===== src/hptt_pkg.sv =====
// ----------------------------------------------------------------------------
// hptt_pkg
// Types, codes and the bucket fold shared by the proxy tuple table files.
// ----------------------------------------------------------------------------
`default_nettype none

package hptt_pkg;

  // Operation codes of an input beat.
  typedef enum logic {
    OP_LOOKUP = 1'b0,
    OP_INSERT = 1'b1
  } op_t;

  // Result status codes.
  typedef enum logic [2:0] {
    STATUS_LOOKUP_HIT  = 3'd0,
    STATUS_LOOKUP_MISS = 3'd1,
    STATUS_INSERTED    = 3'd2,
    STATUS_PRESENT     = 3'd3,
    STATUS_FULL        = 3'd4
  } status_t;

  // Back-end sequencer states.
  typedef enum logic [1:0] {
    ST_CLEAR,
    ST_READ,
    ST_EVAL
  } state_t;

  localparam int unsigned KEY_W   = 48;
  localparam int unsigned VALUE_W = 48;
  localparam int unsigned ENTRY_W = KEY_W + VALUE_W;

  localparam logic [31:0] FOLD_KEEP_MASK = 32'h1fff_ffff;
  localparam logic [31:0] FOLD_HIGH_MASK = 32'he000_0000;
  localparam int unsigned FOLD_SHIFT     = 3;

  localparam logic [7:0] PROTO_TCP = 8'd6;

  // One queued request.
  typedef struct packed {
    op_t         operation;
    logic [31:0] key_ip;
    logic [15:0] key_port;
    logic [7:0]  proto_in;
    logic [31:0] proxy_ip;
    logic [15:0] proxy_port;
  } req_t;

  // Fold the top three address bits into bits 28..26.
  function automatic logic [31:0] fold_ip(input logic [31:0] ip);
    fold_ip = (ip & FOLD_KEEP_MASK) | ((ip & FOLD_HIGH_MASK) >> FOLD_SHIFT);
  endfunction

endpackage

`default_nettype wire


===== src/hptt_front.sv =====
// ----------------------------------------------------------------------------
// hptt_front
// Accepts input beats, computes the bucket index and queues the requests.
// ----------------------------------------------------------------------------
`default_nettype none

module hptt_front #(
  parameter int unsigned BUCKET_BITS = 8
) (
  input  wire logic                   clk,
  input  wire logic                   rst,
  input  wire logic                   enable,
  input  wire logic                   in_valid,
  output logic                        in_ready,
  input  wire hptt_pkg::req_t         in_req,
  output logic                        q_valid,
  output hptt_pkg::req_t              q_req,
  output logic [BUCKET_BITS-1:0]      q_bucket,
  input  wire logic                   q_pop
);
  import hptt_pkg::*;

  localparam int unsigned QDEPTH = 2;

  req_t                   q_entry  [QDEPTH];
  logic [BUCKET_BITS-1:0] q_bkt    [QDEPTH];
  logic                   wr_ptr;
  logic                   rd_ptr;
  logic [1:0]             count;
  logic                   push;
  logic [31:0]            folded;

  // Bucket index of the incoming key.
  assign folded   = fold_ip(in_req.key_ip);
  assign in_ready = enable && (count != 2'(QDEPTH));
  assign push     = in_valid && in_ready;

  // Queue storage.
  always_ff @(posedge clk) begin
    if (push) begin
      q_entry[wr_ptr] <= in_req;
      q_bkt[wr_ptr]   <= folded[BUCKET_BITS-1:0];
    end
  end

  // Queue pointers and fill count.
  always_ff @(posedge clk) begin
    if (rst) begin
      wr_ptr <= 1'b0;
      rd_ptr <= 1'b0;
      count  <= 2'd0;
    end else begin
      if (push) begin
        wr_ptr <= ~wr_ptr;
      end
      if (q_pop) begin
        rd_ptr <= ~rd_ptr;
      end
      count <= count + 2'(push) - 2'(q_pop);
    end
  end

  assign q_valid  = (count != 2'd0);
  assign q_req    = q_entry[rd_ptr];
  assign q_bucket = q_bkt[rd_ptr];

endmodule

`default_nettype wire


===== config.mk =====
export PLATFORM = sky130hd
export DESIGN_NAME = hptt_front
export DESIGN_NICKNAME = d
export VERILOG_FILES = /design/src/hptt_pkg.sv /design/src/hptt_front.sv
export SDC_FILE = /design/constraint.sdc
export NUM_CORES = 1
export LEC_CHECK = 0
export ABC_AREA = 1
export BUFFER_PORTS_ARGS = -buffer_cell sky130_fd_sc_hd__buf_2
export CAP_MARGIN = 20
export CORE_MARGIN = 4
export CORE_UTILIZATION = 47
export DETAILED_ROUTE_END_ITERATION = 7
export PLACE_DENSITY = 0.76
export SLEW_MARGIN = 20
export SYNTH_ARGS = -nofsm -noshare
export SYNTH_HDL_FRONTEND = slang
export SYNTH_SLANG_ARGS = --single-unit

===== constraint.sdc =====
create_clock -name clk -period 5.5 [get_ports clk]
set_input_delay 0.825 -clock clk [delete_from_list [all_inputs] [get_ports clk]]
set_output_delay 0.825 -clock clk [all_outputs]
set_load 0.02 [all_outputs]

==> summary.txt <==
Status
  • Status: complete, no violations

Setup path
  • CP max-delay cell: buf_4
  • Required time of the critical path: 4.68 ns
  • Critical Path Max Stage Delay: 0.69 ns
  • Critical path's top delay family: buffers and inverters
  • CP Buf/Inv Count: 2
  • Crit Path Class: reg -> out
  • CP arrival: 2.35 ns
  • Setup crit start kind: flip-flop
  • CP endpoint kind: output pin
  • Peak fanout along the critical path: 49
  • Worst path cell trace: buf_4, mux2_2, buf_2
  • FF-to-FF Start: count[0]$_SDFF_PP0_

Placed design
  • Post-DP HPWL: 10300 um
  • Gpl congestion: 0.778
  • # port buffers: 224

Clock tree
  • Reg clk slew, reported paths: 0.06 ns
  • Clk sink count: 215
  • CTS root buf: clkbuf_16
  • CTS tree: done
  • Worst skew pair latency: 0.48 ns
  • Cts hold-fix bufs: 0
  • Maximum clock path buffer count: 3
  • CTS Buf Count: 22
  • Post-CTS Setup Bufs: 0
  • Cts repair resizes: 0
  • # H-tree levels: 1

Final layout
  • Seq. cell area: 6410 um2
  • Layout cell share with drive strength beyond 1: 0.592
  • Commonest non-fill, non-tap cell in the layout: buf_2
  • FILL cells: 1242
  • Area of the multi-input gates: 1490 um2
  • Most frequent cells in the layout: buf_2, edfxtp_1, mux2_2
  • # nets final: 716
  • Area delta synth->final: 24.4%

Power
  • P_sw: 0.000832 W
  • Sw Share: 0.219
  • Clk pwr share: 0.382
  • Maximum VDD drop: 0.255 mV
  • P_int: 0.00297 W
  • Leakage: 3.91 nW
  • Combinational cell fraction of total power: 0.119
  • Pwr dens: 376 nW/um2
  • Sequential share of power: 0.500

Synthesis
  • Cell taking the most area after synthesis: edfxtp_1
  • Share of the synthesized area in the top cell type: 0.775
  • Register area share after synthesis: 0.787
  • Syn_nets: 483
  • Avg Inst Size Synth: 21.9 um2
  • Mapped cell area: 8140 um2
  • Syn Inst Count: 371
  • Top cells by area, synth: edfxtp_1, mux2_4, mux2_2, buf_12, dfxtp_1
  • Netlist cell types: 18
  • Seq cells post-synth: 215
  • Syn. warnings: 0

Detailed routing
  • DRC violations left: 0
  • 1st-iter DRT viols: 216
  • ANT nets after route: 0
  • DR WL/cell: 17.8 um
  • WL final: 14900 um
  • Via count: 4130
  • Routed vias/inst: 4.92
  • First drt pass iteration count: 4

STA
  • # setup viols final: 0
  • Clock skew: 0.00601 ns
  • Total Neg Setup Slack: 0 ns
  • Slew margin rel.: 0.419
  • Final period utilization: 0.577
  • Max frequency: 0.315 GHz
  • Worst hold slack: 0.527 ns
  • Final Slew Violations: 0
  • Final min period: 3.18 ns
  • Slew @ Worst Pin: 0.872 ns
  • RSZ-0062 raised after global routing: false
  • Final Hold Fails: 0

Worst hold path
  • HP Class: in -> reg
  • Hold Path Origin: in_req[93]

Die
  • I/O pins: 225
  • Row count: 47
  • Core Area: 16800 um2
  • Die Y: 140 um
  • Die X: 140 um
  • Starting density of the core: 0.485
  • Die area: 19500 um2

Global routing
  • First-pass GRT wire length: 23300 um
  • Initial antenna violation count: 1
  • Vias in the first global route: 4508
  • Gr ovfl total: 0
  • Largest net degree at the start of global routing: 67
  • Gr usage total: 0.148

Flow run
  • Maxcap violations: 0
==> logic make-up (layout without fill, tap and decap cells) <==
| logic type | Yosys count | in the layout | share of synthesized area |
|---|---|---|---|
| XOR/XNOR | 1 | 1 | 0.00108 |
| AO/OA/AOI/OAI | 2 | 2 | 0.00154 |
| multiplexers | 105 | 105 | 0.168 |
| AND/OR/NAND/NOR | 16 | 16 | 0.00800 |
| adder cells (fa/ha/maj) | 2 | 2 | 0.00308 |
| flip-flops | 215 | 215 | 0.787 |
| other | 0 | 1 | 0 |
| buffers and inverters | 30 | 277 | 0.0306 |
==> worst reg2reg max path, stage by stage, from the launching register on <==
cell	delay [ns]
dfxtp_1	0.35
inv_1	0.08
nand2_1	0.08
nand4_1	0.16
inv_4	0.65
buf_4	0.61
==> Yosys cell counts <==
cell type    n
a21boi_0     1
a21oi_1      1
buf_12       5
buf_2        5
buf_4        8
buf_6        1
buf_8        1
dfxtp_1      5
edfxtp_1   210
ha_1         2
inv_1       10
mux2_2      55
mux2_4      50
nand2_1      7
nand3_1      2
nand4_1      1
nor2_1       6
xnor2_1      1
==> flip-flops by register name, indices dropped and copies added (netlist names), named ones only <==
name / count
q_bkt: 7
rd_ptr: 1
q_entry: 203
count: 2
wr_ptr: 1
==> final cells by class <==
type / instances / share of cell area
Antenna cell: 1 / 0.000247
Clock inverter: 8 / 0.0111
Inverter: 10 / 0.00396
Multi-Input combinational cell: 126 / 0.147
Clock buffer: 30 / 0.0595
Sequential cell: 215 / 0.633
Tap cell: 220 / 0.0272
Timing Repair Buffer: 229 / 0.118
==> final timing paths <==
path	endpoint	depth (start not counted)	slack, ns
worst min register to register	flip-flop	2	0.55
worst max register to register	q_entry[1][42]$_DFFE_PP_	5	3.20
worst min-delay path	q_entry[1][93]$_DFFE_PP_	1	0.53
worst max-delay path	q_req[82]	3	2.32
==> power groups by stage <==
stage                     registers [W]  clock network, W  logic [W]
after floorplan                 0.00193                 0   0.000321
after global placement          0.00193                 0   0.000443
after detailed placement        0.00194                 0   0.000458
after CTS                       0.00190           0.00149   0.000459
after global routing            0.00191           0.00157   0.000483
final                           0.00190           0.00145   0.000451
==> routing by layer <==
layer / GRT usage / vias to the layer above / wire length [um]
li1: - / 1900 / -
met4: 0.0469 / 0 / 400
met2: 0.255 / 172 / 7360
met1: 0.183 / 2024 / 5890
met5: 0 / - / 0
met3: 0.0408 / 34 / 1240
==> metrics by stage <==
stage / power, W / util / cells / instance area, um2 / setup WS, ns
global route: 0.00396 / 0.604 / 839 / 10100 / 2.20
global placement: 0.00237 / 0.560 / 799 / 9380 / 2.66
floorplan: 0.00225 / - / 371 / 8140 / 1.37
detailed placement: 0.00239 / 0.561 / 800 / 9410 / 2.66
CTS: 0.00385 / 0.604 / 838 / 10100 / 2.28
finish: 0.00381 / 0.604 / 839 / 10100 / 2.32
Note: power is estimated with default switching activity, not from simulation.
